**config.mk**
```make
export PLATFORM = sky130hd
export DESIGN_NAME = date_day_arithmetic_flat
export DESIGN_NICKNAME = d
export VERILOG_FILES = /design/src/hdl/dda_pkg.sv /design/src/hdl/dda_if.sv /design/src/hdl/dda_datapath.sv /design/src/hdl/dda_ctrl.sv /design/src/hdl/date_day_arithmetic.sv /design/src/flat_wrapper.sv
export SDC_FILE = /design/constraint.sdc
export NUM_CORES = 1
export LEC_CHECK = 0
export BUFFER_PORTS_ARGS = -buffer_cell sky130_fd_sc_hd__buf_4
export CAP_MARGIN = 10
export CORE_MARGIN = 4
export CORE_UTILIZATION = 55
export DETAILED_ROUTE_END_ITERATION = 6
export PLACE_DENSITY = 0.76
export SKIP_CTS_REPAIR_TIMING = 1
export SYNTH_ARGS = -nofsm -noshare
export SYNTH_HDL_FRONTEND = slang
export SYNTH_SLANG_ARGS = --single-unit
```
**constraint.sdc**
```tcl
create_clock -name clk_i -period 6.3 [get_ports clk_i]
set_input_delay 0.63 -clock clk_i [delete_from_list [all_inputs] [get_ports clk_i]]
set_output_delay 0.63 -clock clk_i [all_outputs]
set_load 0.01 [all_outputs]
```
**src/hdl/dda_pkg.sv**
```systemverilog
`timescale 1ns / 1ps
// ----------------------------------------------------------------------------
// dda_pkg
// Shared types and constants for the calendar date arithmetic block.
// ----------------------------------------------------------------------------
package dda_pkg;

  localparam logic [13:0] YEAR_MAX = 14'd9999;

  typedef enum logic [1:0] {
    KIND_VALIDATE = 2'd0,
    KIND_ADD      = 2'd1,
    KIND_SUB      = 2'd2,
    KIND_DIFF     = 2'd3
  } kind_e;

  typedef enum logic [1:0] {
    ST_OK       = 2'd0,
    ST_INVALID  = 2'd1,
    ST_NEGATIVE = 2'd2,
    ST_RANGE    = 2'd3
  } status_e;

  // controller -> datapath
  typedef struct packed {
    logic load;      // capture request word
    logic add_step;  // one month forward
    logic sub_step;  // one month backward
    logic num_a;     // start day number of first date
    logic num_b;     // start day number of second date
    logic mon_step;  // add one earlier month length
    logic diff;      // form the difference
    logic finish;    // form the result word
  } dda_cmd_t;

  // datapath -> controller
  typedef struct packed {
    logic bad1;      // first date invalid
    logic range1;    // first year out of range
    logic bad2;
    logic range2;
    logic add_done;
    logic sub_done;
    logic walk_over; // year left its range while walking
    logic mon_done;  // month accumulation finished
  } dda_sts_t;

  function automatic logic [4:0] month_len(input logic [3:0] m, input logic [13:0] y);
    logic [4:0] r;
    case (m)
      4'd1, 4'd3, 4'd5, 4'd7, 4'd8, 4'd10, 4'd12: r = 5'd31;
      4'd4, 4'd6, 4'd9, 4'd11: r = 5'd30;
      4'd2: r = (y[1:0] == 2'b00) ? 5'd29 : 5'd28;
      default: r = 5'd0;
    endcase
    return r;
  endfunction

  function automatic logic date_ok(input logic [4:0] d, input logic [3:0] m,
                                   input logic [13:0] y);
    return (m >= 4'd1) && (m <= 4'd12) && (d >= 5'd1) && (d <= month_len(m, y));
  endfunction

  function automatic logic year_ok(input logic [13:0] y);
    return (y >= 14'd1) && (y <= YEAR_MAX);
  endfunction

endpackage

```
**src/hdl/dda_if.sv**
```systemverilog
`timescale 1ns / 1ps
// ----------------------------------------------------------------------------
// dda_req_if / dda_rsp_if
// Valid/ready channels for request and response words.
// ----------------------------------------------------------------------------
interface dda_req_if;
  logic        valid;
  logic        ready;
  logic [1:0]  kind;
  logic [4:0]  day_in;
  logic [3:0]  month_in;
  logic [13:0] year_in;
  logic [15:0] day_count;
  logic [4:0]  other_day;
  logic [3:0]  other_month;
  logic [13:0] other_year;
  modport source (output valid, kind, day_in, month_in, year_in, day_count,
                  other_day, other_month, other_year, input ready);
  modport sink (input valid, kind, day_in, month_in, year_in, day_count,
                other_day, other_month, other_year, output ready);
endinterface

interface dda_rsp_if;
  logic        valid;
  logic        ready;
  logic [4:0]  day_out;
  logic [3:0]  month_out;
  logic [13:0] year_out;
  logic [21:0] day_difference;
  logic [1:0]  status;
  modport source (output valid, day_out, month_out, year_out, day_difference,
                  status, input ready);
  modport sink (input valid, day_out, month_out, year_out, day_difference,
                status, output ready);
endinterface

```
**src/hdl/dda_datapath.sv**
```systemverilog
`timescale 1ns / 1ps
// ----------------------------------------------------------------------------
// dda_datapath
// Date registers, month walker and day number accumulator.
// ----------------------------------------------------------------------------
module dda_datapath (
  input  logic              clk_i,
  input  dda_pkg::dda_cmd_t cmd_i,
  input  logic [1:0]        kind_i,
  input  logic [4:0]        day_i,
  input  logic [3:0]        month_i,
  input  logic [13:0]       year_i,
  input  logic [15:0]       count_i,
  input  logic [4:0]        oday_i,
  input  logic [3:0]        omonth_i,
  input  logic [13:0]       oyear_i,
  output dda_pkg::dda_sts_t sts_o,
  output logic [4:0]        day_o,
  output logic [3:0]        month_o,
  output logic [13:0]       year_o,
  output logic [21:0]       diff_o,
  output logic [1:0]        status_o
);
  import dda_pkg::*;

  logic [1:0]  kind_q;
  logic [4:0]  d0_q, od_q;
  logic [3:0]  m0_q, om_q;
  logic [13:0] y0_q, oy_q;
  logic [16:0] d_q;       // walking day, may exceed a month
  logic [3:0]  m_q;
  logic [13:0] y_q;
  logic [15:0] k_q;
  logic        over_q;
  logic [21:0] acc_q, a_q;
  logic [3:0]  i_q;       // month index for accumulation
  logic [13:0] ay_q;      // year for accumulation
  logic [3:0]  tgt_q;     // month of the date being numbered
  logic        neg_q;

  logic [4:0]  len_cur, len_prev, len_acc;
  logic [3:0]  m_prev;
  logic [13:0] y_prev;
  logic [13:0] ym1;
  logic [21:0] base;

  always_comb begin
    len_cur  = month_len(m_q, y_q);
    m_prev   = (m_q == 4'd1) ? 4'd12 : m_q - 4'd1;
    y_prev   = (m_q == 4'd1) ? y_q - 14'd1 : y_q;
    len_prev = month_len(m_prev, y_prev);
    len_acc  = month_len(i_q, ay_q);
    ym1      = (cmd_i.num_a ? y0_q : oy_q) - 14'd1;
    base     = 22'(ym1) * 22'd365 + 22'(ym1[13:2])
             + 22'(cmd_i.num_a ? d0_q : od_q);
  end

  always_ff @(posedge clk_i) begin
    if (cmd_i.load) begin
      kind_q <= kind_i;
      d0_q <= day_i; m0_q <= month_i; y0_q <= year_i;
      od_q <= oday_i; om_q <= omonth_i; oy_q <= oyear_i;
      // add starts from day plus count, subtract from the day alone
      d_q  <= (kind_e'(kind_i) == KIND_ADD) ? 17'(day_i) + 17'(count_i) : 17'(day_i);
      m_q  <= month_i; y_q <= year_i;
      k_q  <= count_i;
      over_q <= 1'b0;
    end
    if (cmd_i.add_step) begin
      d_q <= d_q - 17'(len_cur);
      if (m_q == 4'd12) begin
        m_q <= 4'd1;
        y_q <= y_q + 14'd1;
        if (y_q == YEAR_MAX) over_q <= 1'b1;
      end else begin
        m_q <= m_q + 4'd1;
      end
    end
    if (cmd_i.sub_step) begin
      if (17'(k_q) < d_q) begin
        d_q <= d_q - 17'(k_q);
        k_q <= '0;
      end else begin
        k_q <= k_q - 16'(d_q);
        m_q <= m_prev;
        if (m_q == 4'd1 && y_q == 14'd1) begin
          over_q <= 1'b1;
        end else begin
          y_q <= y_prev;
          d_q <= 17'(len_prev);
        end
      end
    end
    if (cmd_i.num_a || cmd_i.num_b) begin
      acc_q <= base;
      i_q   <= 4'd1;
      ay_q  <= cmd_i.num_a ? y0_q : oy_q;
    end
    if (cmd_i.num_a) tgt_q <= m0_q;
    if (cmd_i.num_b) tgt_q <= om_q;
    if (cmd_i.mon_step) begin
      acc_q <= acc_q + 22'(len_acc);
      i_q   <= i_q + 4'd1;
    end
    if (cmd_i.num_b) a_q <= acc_q;
    if (cmd_i.diff) begin
      neg_q <= a_q < acc_q;
      acc_q <= a_q - acc_q;
    end
  end

  always_comb begin
    sts_o.bad1      = !date_ok(d0_q, m0_q, y0_q);
    sts_o.range1    = !year_ok(y0_q);
    sts_o.bad2      = !date_ok(od_q, om_q, oy_q);
    sts_o.range2    = !year_ok(oy_q);
    sts_o.add_done  = d_q <= 17'(len_cur);
    sts_o.sub_done  = k_q == 16'd0;
    sts_o.walk_over = over_q;
    sts_o.mon_done  = i_q >= tgt_q;
  end

  // result word, registered on finish
  always_ff @(posedge clk_i) begin
    if (cmd_i.finish) begin
      diff_o <= '0;
      if (sts_o.bad1) begin
        status_o <= ST_INVALID;
        day_o <= d0_q; month_o <= m0_q; year_o <= y0_q;
      end else if (sts_o.range1) begin
        status_o <= ST_RANGE;
        day_o <= '0; month_o <= '0; year_o <= '0;
      end else begin
        case (kind_e'(kind_q))
          KIND_ADD, KIND_SUB: begin
            if (over_q) begin
              status_o <= ST_RANGE;
              day_o <= '0; month_o <= '0; year_o <= '0;
            end else begin
              status_o <= ST_OK;
              day_o <= d_q[4:0]; month_o <= m_q; year_o <= y_q;
            end
          end
          KIND_DIFF: begin
            if (sts_o.bad2) begin
              status_o <= ST_INVALID;
              day_o <= d0_q; month_o <= m0_q; year_o <= y0_q;
            end else if (sts_o.range2) begin
              status_o <= ST_RANGE;
              day_o <= '0; month_o <= '0; year_o <= '0;
            end else begin
              status_o <= neg_q ? ST_NEGATIVE : ST_OK;
              diff_o <= neg_q ? '0 : acc_q;
              day_o <= d0_q; month_o <= m0_q; year_o <= y0_q;
            end
          end
          default: begin
            status_o <= ST_OK;
            day_o <= d0_q; month_o <= m0_q; year_o <= y0_q;
          end
        endcase
      end
    end
  end
endmodule

```
**src/hdl/dda_ctrl.sv**
```systemverilog
`timescale 1ns / 1ps
// ----------------------------------------------------------------------------
// dda_ctrl
// Sequencer: accept a word, run the walk or the day number pass if its kind needs one, hand off.
// ----------------------------------------------------------------------------
module dda_ctrl (
  input  logic              clk_i,
  input  logic              rst_ni,
  input  logic              in_valid_i,
  output logic              in_ready_o,
  input  logic [1:0]        kind_i,
  input  logic              out_ready_i,
  output logic              out_valid_o,
  input  dda_pkg::dda_sts_t sts_i,
  output dda_pkg::dda_cmd_t cmd_o
);
  import dda_pkg::*;

  typedef enum logic [3:0] {
    S_IDLE, S_CHECK, S_ADD, S_SUB, S_NUMA, S_ACCA, S_NUMB, S_ACCB, S_DIFF, S_FIN
  } state_e;

  state_e state_q;
  logic   valid_q;
  logic [1:0] kind_q;

  // one word in the engine; the output register holds its word until taken
  assign in_ready_o  = (state_q == S_IDLE);
  assign out_valid_o = valid_q;

  always_comb begin
    cmd_o = '0;
    cmd_o.load = in_valid_i && in_ready_o;
    case (state_q)
      S_ADD:  cmd_o.add_step = !sts_i.add_done && !sts_i.walk_over;
      S_SUB:  cmd_o.sub_step = !sts_i.sub_done && !sts_i.walk_over;
      S_NUMA: cmd_o.num_a = 1'b1;
      S_ACCA: cmd_o.mon_step = !sts_i.mon_done;
      S_NUMB: cmd_o.num_b = 1'b1;
      S_ACCB: cmd_o.mon_step = !sts_i.mon_done;
      S_DIFF: cmd_o.diff = 1'b1;
      // wait for the output register to free up
      S_FIN:  cmd_o.finish = !valid_q || out_ready_i;
      default: ;
    endcase
  end

  always_ff @(posedge clk_i or negedge rst_ni) begin
    if (!rst_ni) begin
      state_q <= S_IDLE;
      valid_q <= 1'b0;
      kind_q  <= '0;
    end else begin
      if (cmd_o.finish) valid_q <= 1'b1;
      else if (valid_q && out_ready_i) valid_q <= 1'b0;
      case (state_q)
        S_IDLE: if (cmd_o.load) begin
          kind_q  <= kind_i;
          state_q <= S_CHECK;
        end
        S_CHECK: begin
          if (sts_i.bad1 || sts_i.range1) state_q <= S_FIN;
          else begin
            case (kind_e'(kind_q))
              KIND_ADD: state_q <= S_ADD;
              KIND_SUB: state_q <= S_SUB;
              KIND_DIFF: state_q <= (sts_i.bad2 || sts_i.range2) ? S_FIN : S_NUMA;
              default: state_q <= S_FIN;
            endcase
          end
        end
        S_ADD: if (sts_i.add_done || sts_i.walk_over) state_q <= S_FIN;
        S_SUB: if (sts_i.sub_done || sts_i.walk_over) state_q <= S_FIN;
        S_NUMA: state_q <= S_ACCA;
        S_ACCA: if (sts_i.mon_done) state_q <= S_NUMB;
        S_NUMB: state_q <= S_ACCB;
        S_ACCB: if (sts_i.mon_done) state_q <= S_DIFF;
        S_DIFF: state_q <= S_FIN;
        S_FIN: if (cmd_o.finish) state_q <= S_IDLE;
        default: state_q <= S_IDLE;
      endcase
    end
  end
endmodule

```
**src/hdl/date_day_arithmetic.sv**
```systemverilog
`timescale 1ns / 1ps
// ----------------------------------------------------------------------------
// date_day_arithmetic
// Validate a date, add or subtract days month by month, or give the day
// difference between two dates (every fourth year a leap year).
// ----------------------------------------------------------------------------
//  channel | dir | fields
//  req     | in  | kind, day_in, month_in, year_in, day_count, other_*
//  rsp     | out | day_out, month_out, year_out, day_difference, status
//
//  Add/subtract: one month per cycle.
//  Difference: sums the month lengths before each date's month.
//  The month walker is the bottleneck; one word is in the engine at a time.
//  Reset clears the sequencer and the response valid; no clearing pass.
//  A stalled response holds its word; the next request is taken and walked,
//  and its result waits until the held word leaves.
// ----------------------------------------------------------------------------
module date_day_arithmetic (
  input  logic   clk_i,
  input  logic   rst_ni,
  dda_req_if.sink   req,
  dda_rsp_if.source rsp
);
  import dda_pkg::*;

  dda_cmd_t cmd;
  dda_sts_t sts;

  dda_datapath u_dp (
    .clk_i    (clk_i),
    .cmd_i    (cmd),
    .kind_i   (req.kind),
    .day_i    (req.day_in),
    .month_i  (req.month_in),
    .year_i   (req.year_in),
    .count_i  (req.day_count),
    .oday_i   (req.other_day),
    .omonth_i (req.other_month),
    .oyear_i  (req.other_year),
    .sts_o    (sts),
    .day_o    (rsp.day_out),
    .month_o  (rsp.month_out),
    .year_o   (rsp.year_out),
    .diff_o   (rsp.day_difference),
    .status_o (rsp.status)
  );

  dda_ctrl u_ctrl (
    .clk_i       (clk_i),
    .rst_ni      (rst_ni),
    .in_valid_i  (req.valid),
    .in_ready_o  (req.ready),
    .kind_i      (req.kind),
    .out_ready_i (rsp.ready),
    .out_valid_o (rsp.valid),
    .sts_i       (sts),
    .cmd_o       (cmd)
  );

  a_rsp_hold: assert property (@(posedge clk_i) disable iff (!rst_ni)
    rsp.valid && !rsp.ready |=> rsp.valid) else $error("response dropped while stalled");
  a_one_cmd: assert property (@(posedge clk_i) disable iff (!rst_ni)
    $onehot0({cmd.add_step, cmd.sub_step, cmd.mon_step, cmd.finish}))
    else $error("conflicting datapath commands");
  a_finish_valid: assert property (@(posedge clk_i) disable iff (!rst_ni)
    cmd.finish |=> rsp.valid) else $error("finish did not raise valid");
endmodule

```
**src/flat_wrapper.sv**
```systemverilog
// flat-port wrapper written by rule: the top's interface ports become plain ports
module date_day_arithmetic_flat import dda_pkg::*;
  (clk_i, rst_ni, req_valid, req_kind, req_day_in, req_month_in, req_year_in, req_day_count, req_other_day, req_other_month, req_other_year, req_ready, rsp_valid, rsp_day_out, rsp_month_out, rsp_year_out, rsp_day_difference, rsp_status, rsp_ready);
  dda_req_if req_i ();
  dda_rsp_if rsp_i ();
  input  logic clk_i;
  input  logic rst_ni;
  input wire logic [$bits(req_i.valid)-1:0] req_valid;
  input wire logic [$bits(req_i.kind)-1:0] req_kind;
  input wire logic [$bits(req_i.day_in)-1:0] req_day_in;
  input wire logic [$bits(req_i.month_in)-1:0] req_month_in;
  input wire logic [$bits(req_i.year_in)-1:0] req_year_in;
  input wire logic [$bits(req_i.day_count)-1:0] req_day_count;
  input wire logic [$bits(req_i.other_day)-1:0] req_other_day;
  input wire logic [$bits(req_i.other_month)-1:0] req_other_month;
  input wire logic [$bits(req_i.other_year)-1:0] req_other_year;
  output wire logic [$bits(req_i.ready)-1:0] req_ready;
  output wire logic [$bits(rsp_i.valid)-1:0] rsp_valid;
  output wire logic [$bits(rsp_i.day_out)-1:0] rsp_day_out;
  output wire logic [$bits(rsp_i.month_out)-1:0] rsp_month_out;
  output wire logic [$bits(rsp_i.year_out)-1:0] rsp_year_out;
  output wire logic [$bits(rsp_i.day_difference)-1:0] rsp_day_difference;
  output wire logic [$bits(rsp_i.status)-1:0] rsp_status;
  input wire logic [$bits(rsp_i.ready)-1:0] rsp_ready;
  assign req_i.valid = req_valid;
  assign req_i.kind = req_kind;
  assign req_i.day_in = req_day_in;
  assign req_i.month_in = req_month_in;
  assign req_i.year_in = req_year_in;
  assign req_i.day_count = req_day_count;
  assign req_i.other_day = req_other_day;
  assign req_i.other_month = req_other_month;
  assign req_i.other_year = req_other_year;
  assign req_ready = req_i.ready;
  assign rsp_valid = rsp_i.valid;
  assign rsp_day_out = rsp_i.day_out;
  assign rsp_month_out = rsp_i.month_out;
  assign rsp_year_out = rsp_i.year_out;
  assign rsp_day_difference = rsp_i.day_difference;
  assign rsp_status = rsp_i.status;
  assign rsp_i.ready = rsp_ready;
  date_day_arithmetic u_core (.clk_i(clk_i), .rst_ni(rst_ni), .req(req_i), .rsp(rsp_i));
endmodule
```
==> results of run 1 <==
## worst max-delay path, delay by kind of cell (launching register included)
family,cells,cell delay [ns]
adders and majority gates,7,2.79
and+or+nand+nor,7,1.22
AOI/OAI and AO/OA,8,1.08
DFF,1,0.42
buffers and inverters,5,0.37
xor gates and xnor gates,1,0.18
## layer usage
layer / global-route usage [%] / up-vias / wire, µm
met5: 0 / - / 0
met4: 8.30 / 0 / 1540
met3: 3.84 / 107 / 2810
met2: 47.0 / 504 / 24300
met1: 33.9 / 7223 / 19900
li1: - / 7104 / -
## layout by cell type, fill, tap and decap left out, drive strengths merged, types with 34 or more instances in the layout
cell type  instances
xor2              42
a21o              37
and2              34
xnor2             76
buf              205
nand2            141
o21ai            103
a211oi            37
a21oi             98
inv              219
nor3              65
nand3             58
ha               174
edfxtp           178
fa                63
nor2             111
## metrics by stage
step	hold WS, ns	cell area, µm²	worst slack (ns)	instances	setup TNS (ns)
2_1_floorplan	0.334	17800	0.00496	1889	0
3_3_place_gp	0.456	19400	0.0205	2407	0
3_5_place_dp	0.464	19400	-0.119	2407	-0.615
4_1_cts	-0.113	20400	-0.152	2455	-0.843
5_1_grt	0.235	20700	-0.277	2470	-2.21
6_report	0.254	20700	-0.0463	2470	-0.0698
## synth_stat cells, types with 17 or more instances
library cell / instances
and3_1: 22
nand2b_1: 18
ha_1: 174
and2_1: 33
dfxtp_1: 24
a211oi_1: 37
a22o_1: 23
clkbuf_1: 59
o31ai_1: 22
nor2b_1: 21
nor2_1: 110
nand2_1: 141
a21oi_1: 96
nand3_1: 58
xnor2_1: 76
inv_1: 216
a21o_1: 37
xor2_1: 42
nor4_1: 23
o21ai_0: 101
nor3_1: 63
fa_1: 63
a31oi_1: 17
edfxtp_1: 178
o211ai_1: 18
## final timing paths
path | from | to | slack (ns)
max | u_core.u_ctrl.state_q[0] | u_core.u_dp.acc_q[17] | -0.05
min | req_other_year[9] | u_core.u_dp.oy_q[9] | 0.25
max reg2reg | u_core.u_ctrl.state_q[0] | u_core.u_dp.acc_q[17] | -0.05
min reg2reg | u_core.u_dp.acc_q[9] | u_core.u_dp.a_q[9] | 0.48
max in group asynchronous | rst_ni | u_core.u_ctrl.out_valid_o | 5.71
min in group asynchronous | rst_ni | u_core.u_ctrl.state_q[2] | 0.44
## sequential cells by signal, summed over array words and instances (netlist names), 14 cells and up
signal and flops:
u_core.u_dp.acc_q 22, u_core.u_dp.k_q 16, u_core.u_dp.diff_o 22, u_core.u_dp.y0_q 14, u_core.u_dp.oy_q 14, u_core.u_dp.d_q 17, u_core.u_dp.a_q 22, u_core.u_dp.year_o 14
u_core.u_dp.y_q 14
## cell type report
type,instances,area (µm²),share of cell area (%)
clock buffers,30,697,3.36
clock inverters,18,233,1.12
inverters,217,815,3.93
multi-input cells,1388,10900,52.7
flip-flops and latches,209,6000,28.9
well taps,402,503,2.43
repair buffers,206,1560,7.52
## kinds of logic (layout without fill, tap and decap cells)
group | count (synthesis) | count (layout) | share of synthesized area (%)
AO/OA/AOI/OAI | 460 | 460 | 17.5
XOR/XNOR | 118 | 118 | 5.85
adder cells (fa/ha/maj) | 238 | 238 | 19.5
buffers and inverters | 292 | 471 | 6.28
flip-flops | 209 | 209 | 34.0
multiplexers | 18 | 18 | 1.06
AND/OR/NAND/NOR | 554 | 554 | 15.7
==> results.py, run 1 <==
metrics = {
    "status": {
        "status": "complete, but fails checks",
        "violations": "setup timing",
    },
    "floorplanning": {
        "die-area_um2": 35000,
        "rows": 65,
        "fp.coreArea_um2": 31600,
        "floorplan.initialDensity_pct": 55.8,
        "ioPinCount": 117,
        "die_h_um": 187,
        "dieWidth_um": 187,
    },
    "timing": {
        "setup_viol": 3,
        "hold_violations": 0,
        "rsz0062_at_grt": "yes",
        "relSlewSlack_pct": 25.1,
        "fin_crit_ns": 6.35,
        "finClkSkew_ns": 0.0187,
        "timing.final.crit_share_pct": 101,
        "drv_slew": 0,
        "max_freq_mhz": 158,
        "worst_pin_slew_ns": 1.12,
        "worst_slack_ns": -0.0463,
    },
    "clock_network": {
        "cts_buffer_depth": 3,
        "clk_pin_slew_worst_paths_ns": 0.07,
        "cts_sinks": 209,
        "clock_latency_ns": 0.55,
        "tritoncts": "yes",
        "cts_buffers": 26,
        "cts.htree.levels": 1,
        "cts_root_buf": "clkbuf_16",
    },
    "critical_path": {
        "worstPathRequired_ns": 6.58,
        "arrival_ns": 6.63,
        "crit_top_cell": "fa_1",
        "startpoint_type": "flip-flop",
        "crit_type": "reg -> reg",
        "critPathMaxStageDelay_ns": 0.53,
        "cp_slowest_cell": "or4b_4",
        "path_max_fanout": 4,
        "cp-end-kind": "flip-flop",
        "worst_r2r_path_depth": 28,
    },
    "min_path": {
        "hold_path_class": "in -> reg",
        "holdPathStages": 1,
    },
    "run": {
        "maxCapViolCount": 0,
    },
    "yosys": {
        "synth_area_um2": 17700,
        "synth_area_leader_cell": "edfxtp_1",
        "synth_top_area_share_pct": 30.3,
        "ys.flop_type": "edfxtp_1",
        "synth_cells": 1889,
        "async_reset_ff_share_pct": 3.35,
        "synth_area_per_cell_um2": 9.34,
        "synth_fp_nets": 2194,
        "synth_edf_count": 178,
        "synthTopCellsByArea": "edfxtp_1, ha_1, fa_1",
        "ys_warn_count": 0,
        "synth_cell_types": 87,
        "ys_seq_area_share_pct": 34.0,
        "ys_ff_latch": 209,
    },
    "global_route": {
        "grt_max_degree": 59,
        "grt_pass1_vias": 15000,
        "grt.overflow.total": 0,
        "antenna_found_initial": 0,
        "grt_pass1_wl_um": 77200,
        "grt_usage_pct": 26.6,
    },
    "place": {
        "gp_congestion": 0.934,
        "port_buffers": 116,
        "hpwlAfterDp_um": 36700,
    },
    "detailed_routing": {
        "postRouteAntennaNets": 0,
        "drtIter0Drc": 1168,
        "detail_route.wl_per_cell_um": 19.7,
        "viasPerCell": 6.05,
        "firstDrtPassIters": 6,
        "drt_wl_total_um": 48600,
        "drc_errors": 0,
        "num_vias": 14900,
    },
    "layout": {
        "syn_to_final_growth_pct": 17.5,
        "final_core_util_pct": 65.6,
        "drive_above_1_share_pct": 16.5,
        "layout.nets": 2353,
        "diodes": 0,
        "n_fill_cell": 2528,
    },
}
Power of run 1 is not shown: default switching activity piles up to over one toggle a cycle in this logic, so the estimate is an artifact.
==> run 2: changes to the inputs <==
--- a/config.mk
+++ b/config.mk
@@ -7,6 +7,7 @@
 export LEC_CHECK = 0
 export BUFFER_PORTS_ARGS = -buffer_cell sky130_fd_sc_hd__buf_4
 export CAP_MARGIN = 10
+export CORE_ASPECT_RATIO = 1.2
 export CORE_MARGIN = 4
 export CORE_UTILIZATION = 55
 export DETAILED_ROUTE_END_ITERATION = 6
==> results.py, run 2 (synthesis gave the netlist of run 1 again) <==
metrics = {
    "status": {
        "status": "complete, but fails checks",
        "violations": "setup timing",
    },
    "detailed_routing": {
        "firstDrtPassIters": 6,
        "drtIter0Drc": 1108,
        "viasPerCell": 6.12,
        "detail_route.wl_per_cell_um": 20.0,
        "num_vias": 15000,
        "postRouteAntennaNets": 0,
        "drt_wl_total_um": 49100,
        "drc_errors": 0,
    },
    "clock_network": {
        "tritoncts": "yes",
        "cts.htree.levels": 1,
        "cts_buffers": 24,
        "clk_pin_slew_worst_paths_ns": 0.07,
        "cts_sinks": 209,
        "cts_root_buf": "clkbuf_16",
        "clock_latency_ns": 0.54,
        "cts_buffer_depth": 3,
    },
    "critical_path": {
        "startpoint_type": "flip-flop",
        "worst_r2r_path_depth": 24,
        "crit_type": "reg -> reg",
        "reg2reg_to": "u_core.u_dp.acc_q[16]",
        "path_max_fanout": 5,
        "crit-reg2reg-launch": "u_core.u_ctrl.state_q[3]",
        "path_cells": "nor4b_4 -> buf_4 -> nand2_1 -> and2_4 -> ha_4 -> buf_4 -> xnor2_2 -> ha_2 -> ha_1 -> fa_1 -> fa_1 -> inv_1 -> fa_1 -> inv_1 -> ha_4 -> a21o_1 -> nor3_4 -> a211oi_4 -> o31ai_2 -> buf_4 -> o21ai_0 -> xor2_1 -> a211oi_2 -> a21oi_1",
        "worstPathRequired_ns": 6.54,
        "cp_slowest_cell": "fa_1",
        "r2r_setup_slack_ns": -0.04,
        "cp-end-kind": "flip-flop",
        "arrival_ns": 6.58,
        "critPathMaxStageDelay_ns": 0.52,
    },
    "timing": {
        "max_freq_mhz": 158,
        "fin_crit_ns": 6.34,
        "relSlewSlack_pct": 16.0,
        "worst_slack_ns": -0.0409,
        "worst_pin_slew_ns": 1.26,
        "rsz0062_at_grt": "yes",
        "hold_violations": 0,
        "setup_viol": 6,
        "timing.final.crit_share_pct": 101,
        "finClkSkew_ns": 0.0192,
        "drv_slew": 0,
    },
    "layout": {
        "largestRegisters": "u_core.u_dp.a_q x22, u_core.u_dp.acc_q x22, u_core.u_dp.diff_o x22",
        "mostFrequentLayoutCell": "inv_1",
        "layout.nets": 2343,
        "n_fill_cell": 2522,
        "diodes": 0,
        "syn_to_final_growth_pct": 16.9,
        "drive_above_1_share_pct": 16.0,
        "layout_common_cells": "inv_1, buf_4, edfxtp_1",
    },
    "floorplanning": {
        "dieWidth_um": 172,
        "die_h_um": 204,
        "die-area_um2": 35000,
        "ioPinCount": 117,
        "floorplan.initialDensity_pct": 56.0,
        "rows": 71,
        "fp.coreArea_um2": 31500,
    },
    "place": {
        "gp_congestion": 0.982,
        "port_buffers": 116,
        "place_ws_ns": -0.117,
        "hpwlAfterDp_um": 37600,
    },
    "global_route": {
        "grt_max_degree": 54,
        "antenna_found_initial": 0,
        "grt.overflow.total": 0,
        "grt_usage_pct": 27.4,
        "grt_pass1_wl_um": 76800,
        "grt_pass1_vias": 14900,
    },
    "min_path": {
        "holdPathStages": 1,
        "hp-start": "req_other_year[6]",
        "hold_path_class": "in -> reg",
        "hold_end": "u_core.u_dp.oy_q[6]",
    },
    "run": {
        "maxCapViolCount": 0,
    },
}
-- run 2: how the worst max path moves through the flow --
| stage | startpoint | end | slack [ns] | depth (start not counted) |
|---|---|---|---|---|
| after floorplan | u_core.u_ctrl.state_q[3] | u_core.u_dp.acc_q[15] | 0.005 | 27 |
| after global placement | u_core.u_ctrl.state_q[1] | u_core.u_dp.acc_q[16] | 0.04 | 23 |
| after detailed placement | u_core.u_ctrl.state_q[1] | u_core.u_dp.acc_q[15] | -0.12 | 23 |
| after CTS | u_core.u_ctrl.state_q[1] | u_core.u_dp.acc_q[15] | -0.13 | 23 |
| after global routing | u_core.u_ctrl.state_q[3] | u_core.u_dp.acc_q[16] | -0.28 | 24 |
| final | u_core.u_ctrl.state_q[3] | u_core.u_dp.acc_q[16] | -0.04 | 24 |
-- run 2: metal layers --
metal,global-route usage [%],share of wire [%],up-vias
met5,0,0,-
met4,13.0,5.6,0
met3,3.04,5.4,166
met2,50.0,52,575
met1,31.8,37,7210
li1,-,-,7077
-- run 2: critical path, delay by kind of cell (launching register included) --
family	cells	cell delay [ns]
buffers and inverters	5	0.63
adder cells (fa/ha/maj)	7	2.68
AND/OR/NAND/NOR	4	0.89
XOR/XNOR	2	0.48
AO/OA/AOI/OAI	6	0.93
flip-flops	1	0.42
-- run 2: area by class of cell --
class                   instances  area, µm²  area share, %
clock inverters                15        233           1.13
well taps                     401        502           2.43
multi-input cells            1388      11000           53.1
inverters                     217        815           3.95
flip-flops and latches        209       6000           29.1
clock buffers                  29        641           3.10
repair buffers                198       1490           7.23
-- run 2: metrics by stage --
stage / cells / utilization, % / hold slack, ns / cell area (µm²) / TNS (ns)
after floorplan: 1889 / - / 0.334 / 17800 / 0
after global placement: 2398 / 61.4 / 0.462 / 19400 / 0
after detailed placement: 2398 / 61.4 / 0.460 / 19400 / -0.759
after CTS: 2442 / 64.2 / -0.111 / 20200 / -0.912
after global routing: 2457 / 65.4 / 0.252 / 20600 / -2.86
final: 2457 / 65.4 / 0.262 / 20600 / -0.151
Power of run 2 is left out for the same reason.
==> run 3: changes to the inputs <==
--- a/config.mk
+++ b/config.mk
@@ -11,7 +11,7 @@
 export CORE_MARGIN = 4
 export CORE_UTILIZATION = 55
 export DETAILED_ROUTE_END_ITERATION = 6
-export PLACE_DENSITY = 0.76
+export PLACE_DENSITY = 0.73
 export SKIP_CTS_REPAIR_TIMING = 1
 export SYNTH_ARGS = -nofsm -noshare
 export SYNTH_HDL_FRONTEND = slang
==> constraint.sdc (replaced) <==
create_clock -name clk_i -period 7.3 [get_ports clk_i]
set_input_delay 0.73 -clock clk_i [delete_from_list [all_inputs] [get_ports clk_i]]
set_output_delay 0.73 -clock clk_i [all_outputs]
set_load 0.01 [all_outputs]
==> results.py, run 3 (synthesis gave the netlist of run 1 again) <==
metrics = {
    "status": {
        "status": "finished, final reports clean",
    },
    "timing": {
        "rsz0062_at_grt": "no",
        "relSlewSlack_pct": 29.5,
        "setup_viol": 0,
        "worst_pin_slew_ns": 1.06,
        "finClkSkew_ns": 0.0190,
        "worst_slack_ns": 0.438,
        "max_freq_mhz": 146,
        "timing.final.crit_share_pct": 94.0,
        "drv_slew": 0,
        "hold_violations": 0,
        "fin_crit_ns": 6.86,
        "tns_ns": 0,
    },
    "detailed_routing": {
        "detail_route.wl_per_cell_um": 19.7,
        "drtIter0Drc": 1079,
        "drt_wl_total_um": 47300,
        "viasPerCell": 6.08,
        "postRouteAntennaNets": 0,
        "num_vias": 14600,
        "firstDrtPassIters": 5,
        "drc_errors": 0,
    },
    "min_path": {
        "hold_path_class": "in -> async",
    },
    "critical_path": {
        "startpoint_type": "flip-flop",
        "path_max_fanout": 17,
        "worstPathRequired_ns": 7.58,
        "arrival_ns": 7.14,
        "crit-reg2reg-launch": "u_core.u_ctrl.state_q[0]",
        "worstSetupStartpoint": "u_core.u_ctrl.state_q[0]",
        "crit_type": "reg -> reg",
        "cp_slowest_cell": "fa_1",
        "worst_r2r_path_depth": 25,
        "cp-end-kind": "flip-flop",
        "critPathMaxStageDelay_ns": 0.55,
    },
    "layout": {
        "mostFrequentLayoutCell": "inv_1",
        "diodes": 0,
        "drive_above_1_share_pct": 10.9,
        "final_core_util_pct": 62.6,
        "n_fill_cell": 2704,
        "layout_common_cells": "inv_1, edfxtp_1, ha_1",
        "syn_to_final_growth_pct": 11.9,
        "layout.nets": 2289,
        "multi_input_comb_area_um2": 10600,
        "largestRegisters": "u_core.u_dp.a_q x22, u_core.u_dp.acc_q x22, u_core.u_dp.diff_o x22",
        "ff_latch_area_um2": 6000,
    },
    "clock_network": {
        "tritoncts": "yes",
        "cts_buffer_depth": 3,
        "cts_buffers": 24,
        "clk_pin_slew_worst_paths_ns": 0.06,
        "cts_root_buf": "clkbuf_16",
        "cts_sinks": 209,
        "clock_latency_ns": 0.54,
        "cts.htree.levels": 1,
    },
    "place": {
        "gp_congestion": 0.949,
        "port_buffers": 116,
        "hpwlAfterDp_um": 36700,
        "place_ws_ns": 0.160,
    },
    "floorplanning": {
        "dieWidth_um": 172,
        "die_h_um": 204,
        "ioPinCount": 117,
        "floorplan.initialDensity_pct": 56.0,
        "rows": 71,
        "fp.coreArea_um2": 31500,
        "die-area_um2": 35000,
    },
    "run": {
        "maxCapViolCount": 0,
    },
    "global_route": {
        "grt_pass1_vias": 14600,
        "grt_max_degree": 57,
        "grt_pass1_wl_um": 75900,
        "grt.overflow.total": 0,
        "grt_usage_pct": 27.0,
        "antenna_found_initial": 0,
    },
}
==> run 3: metal layers <==
layer,vias up,share of wire [%],track usage (%)
met5,-,0,0
met4,0,4.6,11.3
met3,112,4.6,2.55
met2,468,52,49.4
met1,7070,39,32.2
li1,6966,-,-
==> run 3: worst paths after layout <==
check                                            to  slack (ns)
max                           u_core.u_dp.acc_q[15]        0.44
max in group asynchronous  u_core.u_ctrl.state_q[2]        7.14
max reg2reg                   u_core.u_dp.acc_q[15]        0.44
min                        u_core.u_ctrl.state_q[3]       0.008
min in group clk_i              u_core.u_dp.oy_q[9]        0.37
min reg2reg                      u_core.u_dp.a_q[9]        0.50
==> run 3: layout make-up <==
class | count | share of cell area, %
well taps | 401 | 2.54
clock inverters | 9 | 0.374
clock buffers | 35 | 3.51
flip-flops and latches | 209 | 30.4
multi-input cells | 1388 | 53.6
repair buffers | 144 | 5.47
inverters | 217 | 4.12
==> run 3: through the flow <==
step / cells / cell area [µm²] / hold WS [ns]
floorplan: 1889 / 17700 / 0.434
global placement: 2355 / 18900 / 0.458
detailed placement: 2355 / 18900 / 0.471
CTS: 2399 / 19700 / -0.00316
global route: 2403 / 19800 / 0.000681
finish: 2403 / 19800 / 0.00816
==> run 3: critical path, delay by kind of cell (launching register included) <==
kind / cells / cell delay (ns)
adder cells (fa/ha/maj): 5 / 2.39
XOR/XNOR: 1 / 0.32
flip-flops: 1 / 0.38
AO/OA/AOI/OAI: 7 / 1.29
AND/OR/NAND/NOR: 5 / 1.27
buffers and inverters: 7 / 0.95
Power of run 3 is left out for the same reason.
